[config.mk]
export PLATFORM = sky130hd
export DESIGN_NAME = rtp_cordic_stage
export DESIGN_NICKNAME = d
export VERILOG_FILES = /design/src/hw/rtl/rtp_pkg.sv /design/src/hw/rtl/rtp_cordic_stage.sv
export SDC_FILE = /design/constraint.sdc
export NUM_CORES = 1
export LEC_CHECK = 0
export BUFFER_PORTS_ARGS = -buffer_cell sky130_fd_sc_hd__buf_2
export CORE_AREA = 10 10 159 146
export CTS_BUF_LIST = sky130_fd_sc_hd__clkbuf_8
export CTS_CLUSTER_DIAMETER = 80
export DETAILED_ROUTE_END_ITERATION = 8
export DIE_AREA = 0 0 169 156
export PLACE_DENSITY = 0.79
export SETUP_SLACK_MARGIN = 0.02
export SYNTH_ARGS = -nofsm -noshare
export SYNTH_HDL_FRONTEND = slang
export SYNTH_SLANG_ARGS = --single-unit
[constraint.sdc]
create_clock -name clk -period 3.4 [get_ports clk]
set_clock_uncertainty 0.15 [all_clocks]
set_input_delay 0.34 -clock clk [delete_from_list [all_inputs] [get_ports clk]]
set_output_delay 0.34 -clock clk [all_outputs]
set_load 0.01 [all_outputs]
[src/hw/rtl/rtp_pkg.sv]
`timescale 1ns / 1ps
// Shared types, constants and the arctangent table for the rectangular-to-polar converter.
// No dependencies; every other file in hw/rtl imports this package.
package rtp_pkg;

  localparam int IN_WIDTH_DEF     = 16;
  localparam int CORDIC_STEPS_DEF = 16;

  // Fraction bits carried below the integer input in the CORDIC datapath.
  localparam int GUARD_BITS = 16;

  // Width of the signed angle accumulator in binary angle units (2^32 is a full turn).
  localparam int Z_W = 33;

  // 1/K, the inverse CORDIC gain, in Q30.
  localparam logic [29:0] INV_GAIN_Q30   = 30'd652032874;
  // 2*pi scaled by 2^13 (Q3.13) and by 2^16 extra fraction bits for rounding.
  localparam logic [31:0] TWO_PI_Q13_Q16 = 32'd3373259426;
  // One full turn in the two output scales: 2*pi in Q3.13 and 360 * 128.
  localparam logic [15:0] FULL_RAD_Q13   = 16'd51472;
  localparam logic [15:0] FULL_DEG_128   = 16'd46080;
  localparam logic [31:0] QUARTER_TURN   = 32'h4000_0000;

  // Rounding offsets for the scaling products.
  localparam logic [63:0] RAD_ROUND = 64'd1 << 47;
  localparam logic [47:0] DEG_ROUND = 48'd1 << 31;
  localparam logic [48:0] MAG_ROUND = 49'd1 << 29;

  // Sign and axis information of one input word, carried alongside the datapath.
  typedef struct packed {
    logic zero;
    logic dx_zero;
    logic dy_zero;
    logic dx_neg;
    logic dy_neg;
  } quad_t;

  // atan(2^-k) in binary angle units.
  function automatic logic [31:0] atan_bam(input logic [4:0] k);
    logic [31:0] r;
    case (k)
      5'd0:  r = 32'd536870912;
      5'd1:  r = 32'd316933406;
      5'd2:  r = 32'd167458907;
      5'd3:  r = 32'd85004756;
      5'd4:  r = 32'd42667331;
      5'd5:  r = 32'd21354465;
      5'd6:  r = 32'd10679838;
      5'd7:  r = 32'd5340245;
      5'd8:  r = 32'd2670163;
      5'd9:  r = 32'd1335087;
      5'd10: r = 32'd667544;
      5'd11: r = 32'd333772;
      5'd12: r = 32'd166886;
      5'd13: r = 32'd83443;
      5'd14: r = 32'd41722;
      5'd15: r = 32'd20861;
      5'd16: r = 32'd10430;
      5'd17: r = 32'd5215;
      5'd18: r = 32'd2608;
      5'd19: r = 32'd1304;
      5'd20: r = 32'd652;
      5'd21: r = 32'd326;
      5'd22: r = 32'd163;
      5'd23: r = 32'd81;
      5'd24: r = 32'd41;
      5'd25: r = 32'd20;
      5'd26: r = 32'd10;
      5'd27: r = 32'd5;
      5'd28: r = 32'd3;
      5'd29: r = 32'd1;
      5'd30: r = 32'd1;
      default: r = 32'd0;
    endcase
    return r;
  endfunction

endpackage

[src/hw/rtl/rtp_cordic_stage.sv]
`timescale 1ns / 1ps
// One registered CORDIC vectoring iteration with its own valid bit and stall logic.
// Depends on rtp_pkg for the arctangent table and the quadrant struct.
module rtp_cordic_stage #(
  parameter int XW   = 35,
  parameter int STEP = 0
) (
  input  logic                          clk,
  input  logic                          rst,
  input  logic                          in_valid,
  output logic                          in_ready,
  input  logic signed [XW-1:0]          x_in,
  input  logic signed [XW-1:0]          y_in,
  input  logic signed [rtp_pkg::Z_W-1:0] z_in,
  input  rtp_pkg::quad_t                quad_in,
  output logic                          out_valid,
  input  logic                          out_ready,
  output logic signed [XW-1:0]          x_out,
  output logic signed [XW-1:0]          y_out,
  output logic signed [rtp_pkg::Z_W-1:0] z_out,
  output rtp_pkg::quad_t                quad_out
);
  import rtp_pkg::*;

  localparam logic [4:0] SHIFT = 5'(STEP);

  logic signed [XW-1:0]  x_sh;
  logic signed [XW-1:0]  y_sh;
  logic signed [Z_W-1:0] step_angle;
  logic signed [XW-1:0]  x_next;
  logic signed [XW-1:0]  y_next;
  logic signed [Z_W-1:0] z_next;

  assign x_sh       = x_in >>> SHIFT;
  assign y_sh       = y_in >>> SHIFT;
  assign step_angle = $signed({1'b0, atan_bam(SHIFT)});

  // Rotate toward the x axis: the sign of y picks the direction.
  always_comb begin
    if (!y_in[XW-1]) begin
      x_next = x_in + y_sh;
      y_next = y_in - x_sh;
      z_next = z_in + step_angle;
    end else begin
      x_next = x_in - y_sh;
      y_next = y_in + x_sh;
      z_next = z_in - step_angle;
    end
  end

  assign in_ready = !out_valid || out_ready;

  always_ff @(posedge clk) begin
    if (rst) begin
      out_valid <= 1'b0;
    end else if (in_ready) begin
      out_valid <= in_valid;
    end
  end

  always_ff @(posedge clk) begin
    if (in_valid && in_ready) begin
      x_out    <= x_next;
      y_out    <= y_next;
      z_out    <= z_next;
      quad_out <= quad_in;
    end
  end

endmodule

### Yosys cells after proc, flatten, opt, wreduce, memory -nomap -nowiden

Cells that the tools add are included.

| word-level totals | value |
|---|---|
| flip-flop bits (word level) | 109 |
| output and inout port bits | 110 |

| cells by class | value |
|---|---|
| add/subtract/negate cells | 5 |
| mux-type cells | 3 |
| reduce and logical (&&, ||, !) cells | 3 |

Operators by type and width:

| operator | number |
|---|---|
| $mux W35 | 2 |
| $sub A35 B35 Y35 | 2 |
| $add A35 B35 Y35 | 1 |
| $add A33 B31 Y33 const B | 1 |
| $mux W33 | 1 |
| $sub A33 B31 Y33 const B | 1 |
| $logic_and A1 B1 Y1 | 1 |
| $logic_not A1 Y1 | 1 |
| $logic_or A1 B1 Y1 | 1 |

### Logic depth before layout (Yosys ltp)

| depth | value |
|---|---|
| depth in word-level cells | 3 |
| gate-level depth with buffers | 12 |

### Worst setup path after synthesis

OpenSTA, ideal clock, no wires.

| timing | value |
|---|---|
| kind | input -> register |
| start | input port out_ready |
| end | register quad_out[0] (netlist bit), enable pin |
| setup time | 0.479 ns |
| arrival time | 3.027 ns |
| required time | 2.771 ns |
| path slack | -0.255 ns |
| stages | 2 |
| path buffers | 0 |
| cell sequence | nand2b_1 > and2_1 |

| between the ends | value |
|---|---|
| longest elaborated chain between the ends | 2 |

RTL lines:

| item | RTL line | RTL |
|---|---|---|
| from (decl) | rtp_cordic_stage.sv:17 | `input logic out_ready,` |
| $logic_or A1 B1 Y1 | rtp_cordic_stage.sv:51 | `assign in_ready = !out_valid \|\| out_ready;` |
| $logic_and A1 B1 Y1 | rtp_cordic_stage.sv:62 | `if (in_valid && in_ready) begin` |
| to (signal assigned) | rtp_cordic_stage.sv:66 | `quad_out <= quad_in;` |
| to (decl) | rtp_cordic_stage.sv:21 | `output rtp_pkg::quad_t quad_out` |

No other way between the ends.
A chain may end at the register's enable or synchronous reset.

### Final worst setup path

| timing | value |
|---|---|
| start | input port x_in[2] |
| end | register x_out[27], data pin |

| between the ends | value |
|---|---|
| longest elaborated chain between the ends | 2 |
| elaborated cells on any way between the ends | 3 |

RTL lines:

| item | RTL line | RTL |
|---|---|---|
| from (decl) | rtp_cordic_stage.sv:12 | `input logic signed [XW-1:0] x_in,` |
| $add A35 B35 Y35 or $sub A35 B35 Y35 (tied branches) | rtp_cordic_stage.sv:41, rtp_cordic_stage.sv:45 |  |
| $mux W35 (*) | rtp_cordic_stage.sv:40 | `if (!y_in[XW-1]) begin` |
| named net x_next[27] | rtp_cordic_stage.sv:30 | `logic signed [XW-1:0] x_next;` |
| to (signal assigned) | rtp_cordic_stage.sv:63 | `x_out <= x_next;` |
| to (decl) | rtp_cordic_stage.sv:18 | `output logic signed [XW-1:0] x_out,` |

Mark *: on every way through the listed nets, which the timed path passes. The rest lies on a longest branch.

==> summary.md <==
| Metric | Value |
|---|---|
| Post-CTS sizing | `0` |
| Largest area contributor in the netlist | `edfxtp_1` |
| Worst Hold Class | `input pin to register` |
| CTS Root Cell | `clkbuf_8` |
| Crit share post-route | `0.904` |
| Fin crit period | `3.07 ns` |
| RSZ-0062 raised after global routing | `false` |
| Critical path's slowest cell | `o21ai_0` |
| Tightest Pin Transition | `0.811 ns` |
| Nets | `1651` |
| Sink Count | `108` |
| Slew margin rel. | `0.454` |
| H-tree depth | `3` |
| Final Hold Fails | `0` |
| Pre-CTS WS | `-0.00500 ns` |
| Initial Util | `0.495` |
| Asr flop ratio synth | `0` |
| Sequential cell area | `3230 µm²` |
| Run status | `completed` |
| Final WS setup | `0.326 ns` |
| Critical Path AT | `3.10 ns` |
| Max FO, Critical Path | `11` |
| Core footprint | `19800 µm²` |
| Cell family with most CP delay | `compound AO/OA/AOI/OAI gates` |
| Clk slew on worst S/H paths | `0.12 ns` |
| CP bufs+invs | `2` |
| Finish-stage setup viols | `0` |
| First-pass GRT wire length | `54400 µm` |
| Total wire length | `35300 µm` |
| Cts hold-fix bufs | `35` |
| CP Class | `input pin to register` |
| Distinct cells, synth | `73` |
| Initial antenna violation count | `0` |
| Detailed-route DRC error count | `0` |
| IO Pins | `222` |
| Share of cells above drive strength 1 | `0.244` |
| Crit path required time | `3.43 ns` |
| ANT nets after route | `0` |
| Post-CTS Setup Inserts | `0` |
| Syn Nets | `1338` |
| Syn_area_per_cell | `8.77 µm²` |
| DR pass1 iterations | `5` |
| CP Cell Sequence | `buf_2 -> inv_1 -> ha_1 -> nor2_1 -> a211o_1 -> a21oi_1 -> a31oi_1 -> o21ai_0 -> a31oi_1 -> a211oi_1 -> xnor2_1` |
| Fmax | `0.325 GHz` |
| Cells after synthesis | `1118` |
| Post-detail-place hpwl | `28100 µm` |
| I/O Buffers | `221` |
| Iter 0 DRT Violations | `1195` |
| Fillers | `1743` |
| FF+latch count, synth | `108` |
| Post-synth top area share | `0.328` |
| Vias per cell | `5.84` |
| Die X | `169 µm` |
| Top_reg_cell synth | `edfxtp_1` |
| Vias in the first global route | `9590` |
| Tot GR Track Use | `0.257` |
| Inserted Diodes | `0` |
| Post-layout util | `0.621` |
| YS warnings | `0` |
| Synth area leaders | `edfxtp_1 (33%), ha_1 (13%), a21oi_1 (5.6%), xnor2_1 (5.0%), inv_1 (4.3%)` |
| Pin count of the biggest net entering global routing | `95` |
| Maximum vdd ir drop | `0.203 mV` |
| Row count | `49` |
| Most Frequent Cell on Critical Path | `a31oi_1` |
| Leak | `0.00564 µW` |
| DR WL/cell | `20.9 µm` |
| Startpoint Class | `input pin` |
| Post-synthesis sequential area ratio | `0.330` |
| CTS tree | `yes` |
| Netlist Area Pre-Place | `9810 µm²` |
| Number of max-cap violations | `0` |
| Routability congestion estimate | `0.984` |
| Area of the multi-input gates | `5930 µm²` |
| Clock Latency Late Sink | `0.41 ns` |
| Die height | `156 µm` |
| Setup crit end kind | `register` |
| Post-synth EDFFs | `107` |
| Area grow syn2layout | `25.4%` |
| Power Total | `4340 µW` |
| CTS Buf Count | `9` |
| Layout Cells excl Fill | `1691` |
| Via count of the routed design | `9881` |
| Power Density | `353 nW/µm²` |
| Clock Path Buffers | `2` |
| Die area | `26400 µm²` |
| Gr ovfl total | `0` |
| Pins Over Slew Limit | `0` |
| CP max stage delay | `0.69 ns` |
| Placed Cells | `1640` |
-- cells by family (layout without fill, tap and decap cells) --
kind of cell,after synthesis,in the layout,synth area share
xor gates and xnor gates,65,65,0.0580
and+or+nand+nor,295,295,0.149
buffers and inverters,164,482,0.0658
muxes,16,16,0.0163
AOI/OAI and AO/OA,362,362,0.240
DFF,108,108,0.330
adders and majority gates,108,108,0.141
-- cells in the final DEF (no fill, tap or decap), types with 5 or more instances in the layout --
cell           count
buf_2            221
inv_1            114
a21oi_1          109
edfxtp_1         107
ha_1             104
buf_4             94
nor2_1            88
o21ai_0           76
nand2_1           63
xnor2_1           56
dlygate4sd3_1     35
nor3_1            25
a21o_1            24
o21bai_1          21
nor2b_1           19
o211ai_1          19
nand3_1           17
nand4_1           16
mux2i_1           16
nand2b_1          15
a211oi_1          12
a31oi_1           11
o21a_1            10
xor2_1             9
clkbuf_8           9
o31ai_1            8
o211a_1            7
or4_1              7
nor4_1             7
and3_1             7
o22ai_1            6
a221oi_1           6
or3_1              6
a211o_1            5
or2_2              5
and2_1             5
a2111oi_0          5
-- routing by layer --
layer | routed length (µm) | global-route usage
met5 | 0 | 0
met4 | 479 | 0.0542
met3 | 3670 | 0.0620
met2 | 15900 | 0.407
met1 | 15300 | 0.348
-- layout make-up --
class	instances	share of cell area
Tap cell	255	0.0259
Multi-Input combinational cell	846	0.482
Inverter	114	0.0348
Sequential cell	108	0.263
Clock inverter	7	0.00488
Timing Repair Buffer	352	0.179
Clock buffer	9	0.0101
-- registers in the layout, summed over array words and instances, names as in the netlist --
register and cells:
out_valid 1, y_out 35, z_out 33, x_out 34
quad_out 5
-- worst reg2reg max path, delay by kind of cell, from the launching register on --
family | cells | cell delay, ns
flip-flops | 1 | 0.33
AND/OR/NAND/NOR | 2 | 0.57
buffers and inverters | 1 | 0.42
-- Yosys cell counts (4+ instances only) --
library cell	instances
a211o_1	5
fa_1	4
buf_1	8
o21a_1	10
a31oi_1	11
ha_1	104
o22ai_1	6
nor2b_1	19
nand2_1	63
edfxtp_1	107
and2_1	6
a21oi_1	109
o211ai_1	19
a21boi_0	4
nor3_1	25
and3_1	7
nor4_1	7
a221oi_1	6
o211a_1	7
nand4_1	16
a21o_1	24
inv_1	113
a211oi_1	12
mux2i_1	16
or3_1	6
xnor2_1	56
nor2_1	88
o21bai_1	21
or4_1	7
or2_2	5
clkbuf_1	28
o31ai_1	8
a2111oi_0	5
nand3_1	17
xor2_1	9
a221o_1	4
buf_2	9
o21ai_0	76
nand2b_1	15
buf_4	5
-- worst paths after layout --
path               end  slack, ns       from  cells after the start
min reg2reg  out_valid       0.40  out_valid                      2
min          out_valid       0.05   in_valid                      3
max          x_out[27]       0.33    x_in[2]                     11
max reg2reg  y_out[22]       1.60  out_valid                      3
-- per-stage QoR --
step	TNS (ns)	hold slack [ns]	instance area, µm²
2_1_floorplan	0	0.259	9810
3_3_place_gp	0	0.350	11800
3_5_place_dp	-0.00500	0.361	11800
4_1_cts	0	0.000246	12300
5_1_grt	0	0.0382	12300
6_report	0	0.0525	12300
-- power by group --
group	internal, µW	total [µW]	switching, µW
logic	745	1830	1080
registers	1670	1710	40.5
clock network	279	799	520
total	2700	4340	1640
Note: power is estimated with default switching activity, not from simulation.
