### src/hw/rtl/rtp_pkg.sv
`timescale 1ns / 1ps
// Shared types, constants and the arctangent table for the rectangular-to-polar converter.
// No dependencies; every other file in hw/rtl imports this package.
package rtp_pkg;

  localparam int IN_WIDTH_DEF     = 16;
  localparam int CORDIC_STEPS_DEF = 16;

  // Fraction bits carried below the integer input in the CORDIC datapath.
  localparam int GUARD_BITS = 16;

  // Width of the signed angle accumulator in binary angle units (2^32 is a full turn).
  localparam int Z_W = 33;

  // 1/K, the inverse CORDIC gain, in Q30.
  localparam logic [29:0] INV_GAIN_Q30   = 30'd652032874;
  // 2*pi scaled by 2^13 (Q3.13) and by 2^16 extra fraction bits for rounding.
  localparam logic [31:0] TWO_PI_Q13_Q16 = 32'd3373259426;
  // One full turn in the two output scales: 2*pi in Q3.13 and 360 * 128.
  localparam logic [15:0] FULL_RAD_Q13   = 16'd51472;
  localparam logic [15:0] FULL_DEG_128   = 16'd46080;
  localparam logic [31:0] QUARTER_TURN   = 32'h4000_0000;

  // Rounding offsets for the scaling products.
  localparam logic [63:0] RAD_ROUND = 64'd1 << 47;
  localparam logic [47:0] DEG_ROUND = 48'd1 << 31;
  localparam logic [48:0] MAG_ROUND = 49'd1 << 29;

  // Sign and axis information of one input word, carried alongside the datapath.
  typedef struct packed {
    logic zero;
    logic dx_zero;
    logic dy_zero;
    logic dx_neg;
    logic dy_neg;
  } quad_t;

  // atan(2^-k) in binary angle units.
  function automatic logic [31:0] atan_bam(input logic [4:0] k);
    logic [31:0] r;
    case (k)
      5'd0:  r = 32'd536870912;
      5'd1:  r = 32'd316933406;
      5'd2:  r = 32'd167458907;
      5'd3:  r = 32'd85004756;
      5'd4:  r = 32'd42667331;
      5'd5:  r = 32'd21354465;
      5'd6:  r = 32'd10679838;
      5'd7:  r = 32'd5340245;
      5'd8:  r = 32'd2670163;
      5'd9:  r = 32'd1335087;
      5'd10: r = 32'd667544;
      5'd11: r = 32'd333772;
      5'd12: r = 32'd166886;
      5'd13: r = 32'd83443;
      5'd14: r = 32'd41722;
      5'd15: r = 32'd20861;
      5'd16: r = 32'd10430;
      5'd17: r = 32'd5215;
      5'd18: r = 32'd2608;
      5'd19: r = 32'd1304;
      5'd20: r = 32'd652;
      5'd21: r = 32'd326;
      5'd22: r = 32'd163;
      5'd23: r = 32'd81;
      5'd24: r = 32'd41;
      5'd25: r = 32'd20;
      5'd26: r = 32'd10;
      5'd27: r = 32'd5;
      5'd28: r = 32'd3;
      5'd29: r = 32'd1;
      5'd30: r = 32'd1;
      default: r = 32'd0;
    endcase
    return r;
  endfunction

endpackage

### src/hw/rtl/rtp_post.sv
`timescale 1ns / 1ps
// Three-stage back end: quadrant mapping, scaling products, then rounding and wrap.
// Depends on rtp_pkg for the scale constants and the quadrant struct.
module rtp_post #(
  parameter int XW = 35
) (
  input  logic                          clk,
  input  logic                          rst,
  input  logic                          in_valid,
  output logic                          in_ready,
  input  logic signed [XW-1:0]          x_in,
  input  logic signed [rtp_pkg::Z_W-1:0] z_in,
  input  rtp_pkg::quad_t                quad_in,
  output logic                          out_valid,
  input  logic                          out_ready,
  output logic [15:0]                   magnitude,
  output logic [15:0]                   angle_rad,
  output logic [15:0]                   angle_deg,
  output logic                          zero_vector
);
  import rtp_pkg::*;

  // The magnitude saturates once x reaches 2^34, so only bits 33:0 enter the products.
  localparam int XE = (XW > 35) ? XW : 35;

  logic v1, v2;
  logic r1, r2, r3;

  // Stage 1 registers.
  logic [31:0] a1;
  logic [17:0] hi1;
  logic [15:0] lo1;
  logic        ovf1;
  logic        zero1;

  // Stage 2 registers.
  logic [63:0] prod_rad2;
  logic [47:0] prod_deg2;
  logic [47:0] prod_hi2;
  logic [45:0] prod_lo2;
  logic        ovf2;
  logic        zero2;

  logic [31:0]     theta;
  logic [31:0]     a_next;
  logic [XW-1:0]   x_bits;
  logic [XE-1:0]   xs;
  logic [63:0]     prod_rad_next;
  logic [47:0]     prod_deg_next;
  logic [47:0]     prod_hi_next;
  logic [45:0]     prod_lo_next;
  logic [64:0]     rad_sum;
  logic [48:0]     deg_sum;
  logic [48:0]     mag_sum;
  logic [15:0]     rad_val;
  logic [15:0]     deg_val;
  logic [18:0]     mag_val;
  logic [15:0]     magnitude_next;
  logic [15:0]     angle_rad_next;
  logic [15:0]     angle_deg_next;

  assign r3       = !out_valid || out_ready;
  assign r2       = !v2 || r3;
  assign r1       = !v1 || r2;
  assign in_ready = r1;

  // Stage 1: clamp the first-quadrant angle and place it in its quadrant.
  always_comb begin
    if (z_in[Z_W-1]) begin
      theta = '0;
    end else if (z_in > $signed({1'b0, QUARTER_TURN})) begin
      theta = QUARTER_TURN;
    end else begin
      theta = z_in[31:0];
    end
    if (quad_in.dx_zero) begin
      a_next = quad_in.dy_neg ? (QUARTER_TURN + QUARTER_TURN + QUARTER_TURN) : QUARTER_TURN;
    end else if (quad_in.dy_zero) begin
      a_next = quad_in.dx_neg ? (QUARTER_TURN + QUARTER_TURN) : '0;
    end else if (!quad_in.dx_neg && !quad_in.dy_neg) begin
      a_next = theta;
    end else if (quad_in.dx_neg && !quad_in.dy_neg) begin
      a_next = (QUARTER_TURN + QUARTER_TURN) - theta;
    end else if (quad_in.dx_neg) begin
      a_next = (QUARTER_TURN + QUARTER_TURN) + theta;
    end else begin
      a_next = 32'd0 - theta;
    end
  end

  assign x_bits = x_in;
  assign xs     = x_in[XW-1] ? '0 : XE'(x_bits);

  always_ff @(posedge clk) begin
    if (rst) begin
      v1 <= 1'b0;
    end else if (r1) begin
      v1 <= in_valid;
    end
  end

  always_ff @(posedge clk) begin
    if (in_valid && r1) begin
      a1    <= a_next;
      hi1   <= xs[33:16];
      lo1   <= xs[15:0];
      ovf1  <= |xs[XE-1:34];
      zero1 <= quad_in.zero;
    end
  end

  // Stage 2: the four scaling products, each at most 32 by 32 bits.
  assign prod_rad_next = 64'(a1) * 64'(TWO_PI_Q13_Q16);
  assign prod_deg_next = 48'(a1) * 48'(FULL_DEG_128);
  assign prod_hi_next  = 48'(hi1) * 48'(INV_GAIN_Q30);
  assign prod_lo_next  = 46'(lo1) * 46'(INV_GAIN_Q30);

  always_ff @(posedge clk) begin
    if (rst) begin
      v2 <= 1'b0;
    end else if (r2) begin
      v2 <= v1;
    end
  end

  always_ff @(posedge clk) begin
    if (v1 && r2) begin
      prod_rad2 <= prod_rad_next;
      prod_deg2 <= prod_deg_next;
      prod_hi2  <= prod_hi_next;
      prod_lo2  <= prod_lo_next;
      ovf2      <= ovf1;
      zero2     <= zero1;
    end
  end

  // Stage 3: round, wrap a full turn to zero and saturate the magnitude.
  assign rad_sum = {1'b0, prod_rad2} + {1'b0, RAD_ROUND};
  assign deg_sum = {1'b0, prod_deg2} + {1'b0, DEG_ROUND};
  assign mag_sum = {1'b0, prod_hi2} + 49'(prod_lo2[45:16]) + MAG_ROUND;
  assign rad_val = rad_sum[63:48];
  assign deg_val = deg_sum[47:32];
  assign mag_val = mag_sum[48:30];

  always_comb begin
    if (zero2) begin
      magnitude_next = '0;
      angle_rad_next = '0;
      angle_deg_next = '0;
    end else begin
      magnitude_next = (ovf2 || (|mag_val[18:16])) ? 16'hFFFF : mag_val[15:0];
      angle_rad_next = (rad_val >= FULL_RAD_Q13) ? 16'd0 : rad_val;
      angle_deg_next = (deg_val >= FULL_DEG_128) ? 16'd0 : deg_val;
    end
  end

  always_ff @(posedge clk) begin
    if (rst) begin
      out_valid <= 1'b0;
    end else if (r3) begin
      out_valid <= v2;
    end
  end

  always_ff @(posedge clk) begin
    if (v2 && r3) begin
      magnitude   <= magnitude_next;
      angle_rad   <= angle_rad_next;
      angle_deg   <= angle_deg_next;
      zero_vector <= zero2;
    end
  end

endmodule

### config.mk
export PLATFORM = sky130hd
export DESIGN_NAME = rtp_post
export DESIGN_NICKNAME = d
export VERILOG_FILES = /design/src/hw/rtl/rtp_pkg.sv /design/src/hw/rtl/rtp_post.sv
export SDC_FILE = /design/constraint.sdc
export NUM_CORES = 2
export LEC_CHECK = 0
export ABC_CLOCK_PERIOD_IN_PS = 13000
export BUFFER_PORTS_ARGS = -buffer_cell sky130_fd_sc_hd__buf_2
export CAP_MARGIN = 30
export CORE_ASPECT_RATIO = 0.9
export CORE_MARGIN = 8
export CORE_UTILIZATION = 35
export DETAILED_ROUTE_END_ITERATION = 10
export SETUP_SLACK_MARGIN = 0.1
export SYNTH_ARGS = -nofsm -noshare
export SYNTH_HDL_FRONTEND = slang
export SYNTH_SLANG_ARGS = --single-unit
### constraint.sdc
create_clock -name clk -period 13 [get_ports clk]
set_clock_uncertainty 0.1 [all_clocks]
set_input_delay 1.3 -clock clk [delete_from_list [all_inputs] [get_ports clk]]
set_output_delay 1.3 -clock clk [all_outputs]
set_load 0.005 [all_outputs]
# [Yosys cells after proc, flatten, opt, wreduce, memory -nomap -nowiden]
# Cells that the tools add are included.
[word_totals] ff_bits=315 inputBits=77
[classes] muxes=10 add_sub_neg=7 n_reduce_logical=17 n_lt_le_gt_ge=3 n_mul=4
[op_table] op="2-to-1 mux 32 bit" n=9
[op_table] op="adder 64 x 48 -> 64 bit (second input constant)" n=1
[op_table] op="multiplier 32 x 31 -> 63 bit (second input constant)" n=1
[op_table] op="adder 48 x 30 -> 49 bit" n=1
[op_table] op="adder 49 x 30 -> 49 bit (second input constant)" n=1
[op_table] op="adder 48 x 32 -> 48 bit (second input constant)" n=1
[op_table] op="multiplier 18 x 29 -> 47 bit (second input constant)" n=1
[op_table] op="multiplier 16 x 29 -> 45 bit (second input constant)" n=1
[op_table] op="multiplier 32 x 6 -> 38 bit (second input constant)" n=1
[op_table] op="greater-than comparator 33 x 32 -> 1 bit (second input constant)" n=1
[op_table] op="adder 32 bit (first input constant)" n=1
[op_table] op="greater-or-equal comparator 16 bit (second input constant)" n=2
[op_table] op="subtractor 1 x 32 -> 32 bit (first input constant)" n=1
[op_table] op="subtractor 32 bit (first input constant)" n=1
[op_table] op="2-to-1 mux 16 bit" n=1
[op_table] op="logical AND 1 bit" n=5
[op_table] op="zero test 1 bit" n=5
[op_table] op="logical OR 1 bit" n=4
[op_table] op="OR reduction 2 bit" n=2
[op_table] op="OR reduction 3 bit" n=1

# [Logic depth before layout (Yosys ltp)]
[logic_depth] ltp_word=9 ltp_mapped=25 ltp_nobuf=25

# [Least setup slack after synthesis]
# OpenSTA, ideal clock, no wires.
[synth_path] path_kind="input-to-reg" start="input out_ready" end="register prod_deg2[31] (enable)" t_arrival_ps=9423 required_time_ps=12149 setup_ps=751 path_slack_ps=2726 stages=2 cell_sequence="nor2b_1 a21boi_0"
[synth_via] elab_chain_cells=3
[synth_lines] element="start: declaration" line="rtp_post.sv:15" text="input logic out_ready,"
[synth_lines] element="logical OR 1 bit" line="rtp_post.sv:62" text="assign r3 = !out_valid || out_ready;"
[synth_lines] element="logical OR 1 bit" line="rtp_post.sv:63" text="assign r2 = !v2 || r3;"
[synth_lines] element="logical AND 1 bit" line="rtp_post.sv:127" text="if (v1 && r2) begin"
[synth_lines] element="end signal: assignment" line="rtp_post.sv:129" text="prod_deg2 <= prod_deg_next;"
[synth_lines] element="end: declaration" line="rtp_post.sv:38" text="logic [47:0] prod_deg2;"
# Every way passes these cells.
# A chain may end at the register's enable or synchronous reset.

# [Final worst setup path]
[layout_path] start="register a1[9]" end="register prod_rad2[62] (data pin)"
[layout_via] elab_chain_cells=1
[layout_lines] element="start: declaration" line="rtp_post.sv:30" text="logic [31:0] a1;"
[layout_lines] element="start signal: assignment" line="rtp_post.sv:104" text="a1 <= a_next;"
[layout_lines] element="multiplier 32 x 31 -> 63 bit" line="rtp_post.sv:113" text="assign prod_rad_next = 64'(a1) * 64'(TWO_PI_Q13_Q16);"
[layout_lines] element="via prod_rad_next[62]" line="rtp_post.sv:48" text="logic [63:0] prod_rad_next;"
[layout_lines] element="end signal: assignment" line="rtp_post.sv:128" text="prod_rad2 <= prod_rad_next;"
[layout_lines] element="end: declaration" line="rtp_post.sv:37" text="logic [63:0] prod_rad2;"
# The timed path passes the listed nets, and every way through them passes these cells.

==> impl_metrics.csv <==
group,metric,value,unit
synth,synth.most_common_cell,"inv_1",
synth,synth_edf_count,227,
global_routing,grt_pass1_vias,30447,
layout,drive_above_1_share,5.16,%
detailed_routing,totalWireLength,116000,µm
layout,stdcell_area,0.0478,mm²
timing,slew_violations,0,
synth,synthTopCellsByArea,"fa_1, ha_1, edfxtp_1, inv_1, xnor2_1",
detailed_routing,viasPerCell,4.78,
detailed_routing,drc,0,
worst_setup_path,crit_path_end,"prod_rad2[62]",
synth,ys_async_sr_fraction,0,%
detailed_routing,wire_per_inst,19.5,µm
synth,synth_cell_type_count,72,
synth,yosys_warnings,0,
cts,cts_hold_buf,0,
synth,yosys.area.top_type,"fa_1",
worst_setup_path,crit_fanout,8,
die,die_h,352,µm
global_routing,grt-ovfl-total,0,
layout,fill_cells,12312,
placed_design,hpwl,104000,µm
die,initial_core_util,35.2,%
layout,area_delta_synth_final,8.70,%
synth,synthFlopType,"edfxtp_1",
cts,cts_made_buffers,30,
worst_setup_path,cp_top_family,"adder cells",
detailed_routing,drtIter0Drc,1746,
detailed_routing,wl_met2,51200,µm
cts,clkLatencyLatePin,0.62,ns
worst_setup_path,worst_setup_path_end_kind,"flip-flop",
worst_setup_path,ff2ff_setup_slack,5.17,ns
worst_setup_path,slowest_delay,0.70,ns
die,die_w,390,µm
global_routing,grt_max_degree,78,
placed_design,placed_area,0.0468,mm²
timing,setup_viol,0,
timing,holdWs,0.331,ns
placed_design,dp_cells,5878,
layout,nNetsFinal,5882,
global_routing,antenna_found_initial,16,
worst_setup_path,crit_slowest_cell,"fa_1",
hold_path,hold_class,"flip-flop to flip-flop",
die,std_cell_rows,123,
detailed_routing,num_vias,28393,
worst_setup_path,r2r_end,"prod_rad2[62]",
timing,hold_viol_final,0,
cts,clockBufferDepth,3,
worst_setup_path,start_kind,"flip-flop",
detailed_routing,antenna_left,0,
cts,cts_tree,"done",
detailed_routing,met3_wirelength,7130,µm
timing,fmax,128,MHz
placed_design,port_buffers,127,
synth,synthTopCellsByCount,"inv_1, fa_1, ha_1, edfxtp_1, nor2_1",
die,core_area,0.125,mm²
detailed_routing,first_pass_iters,7,
detailed_routing,top_layer,"met5",
timing,finalCritPeriodShare,60.2,%
layout,final_cell_count_no_fill,5941,
run,maxCapViolations,0,
global_routing,grt_pass1_wl,181000,µm
worst_setup_path,worstRegToRegCells,25,
synth,synth_seq_area_share,15.6,%
worst_setup_path,cp.required,13.25,ns
cts,htreeDepth,1,
synth,syn_nets,5733,
worst_setup_path,crit_start,"a1[9]",
timing,fin_setup_tns,0,ns
timing,slew_headroom,31.7,%
worst_setup_path,cp.arrival,8.08,ns
worst_setup_path,cp_num_cells,25,
detailed_routing,wl_met1,55900,µm
die,die_area,0.137,mm²
timing,max_slew.worst_pin.slew,1.02,ns
synth,syn_inst,4075,
worst_setup_path,worst-path-buf-inv,5,
worst_setup_path,r2r_start,"a1[9]",
cts,clkSinkCount,230,
synth,synth_seq_cells,230,
timing,final.min_clock_period,7.83,ns
status,status,"finished, final reports clean",
global_routing,grt.total_usage,16.8,%
cts,cts_resized,0,
cts,root_buffer,"clkbuf_16",
synth,netlist.area_leader.share,36.5,%
die,ios,128,
placed_design,routabilityCongestion,0.936,
cts,clk_pin_slew_worst_paths,0.06,ns
synth,avgSynthCellArea,10.8,µm²
timing,rsz0062_at_grt,"false",
cts,cts_setup_buffers,0,
worst_setup_path,setup.worst_path.class,"flip-flop to flip-flop",
synth,synth.cell_area,0.0440,mm²
[final cells by class]
type	instances	area, µm²	area share (%)
Clock inverter	22	210	0.440
Sequential cell	230	6880	14.4
Tap cell	1687	2110	4.42
Clock buffer	34	766	1.60
Inverter	1114	4180	8.75
Antenna cell	6	15.0	0.0314
Timing Repair Buffer	139	763	1.60
Multi-Input combinational cell	2709	32900	68.8
[cells by family after synthesis]
kind of cell	Yosys count	share of synthesized area, %
DFF	230	15.6
xor gates and xnor gates	162	3.23
muxes	6	0.139
adders and majority gates	1581	58.7
and+or+nand+nor	486	5.54
buffers and inverters	1136	9.70
AOI/OAI and AO/OA	474	7.07
[how the worst min path moves through the flow]
stage / from / cells past startpoint / end / slack [ns]
CTS: zero1 / 0 / zero2 / 0.34
floorplan: zero1 / 0 / zero2 / 0.30
finish: zero1 / 0 / zero2 / 0.33
global route: zero1 / 0 / zero2 / 0.35
detailed placement: zero1 / 0 / zero2 / 0.32
global placement: zero1 / 0 / zero2 / 0.32
[per-stage QoR]
step	utilization [%]	worst slack, ns
2_1_floorplan	-	2.73
4_1_cts	38.3	5.08
5_1_grt	38.3	4.52
3_3_place_gp	37.4	5.17
6_report	38.3	5.17
3_5_place_dp	37.5	5.11
[cell usage in the layout, fill, tap and decap left out, drive strengths merged, types with 58 or more instances in the layout]
| cell | Yosys | layout |
|---|---|---|
| o21ai | 73 | 73 |
| edfxtp | 227 | 227 |
| xnor2 | 104 | 104 |
| a21o | 85 | 85 |
| inv | 1114 | 1118 |
| xor2 | 58 | 58 |
| nor2 | 147 | 147 |
| nand2 | 95 | 95 |
| ha | 779 | 779 |
| buf | 4 | 139 |
| a21oi | 141 | 141 |
| fa | 802 | 802 |
[sequential cells by signal (all words and copies together) (netlist names)]
name	flops
prod_hi2	47
a1	32
prod_lo2	29
hi1	18
prod_deg2	17
prod_rad2	17
angle_deg	16
angle_rad	16
lo1	16
magnitude	16
out_valid	1
v1	1
v2	1
zero1	1
zero2	1
zero_vector	1
[per-layer routing]
metal / global-route usage (%) / up-vias
met5: 0 / -
met4: 2.38 / 4
met3: 2.98 / 106
met2: 26.5 / 687
met1: 24.8 / 14232
li1: - / 13364
Power is left out: the tool's default activity adds up to more than one toggle a clock period on the data nets, which glitch-free logic cannot reach.
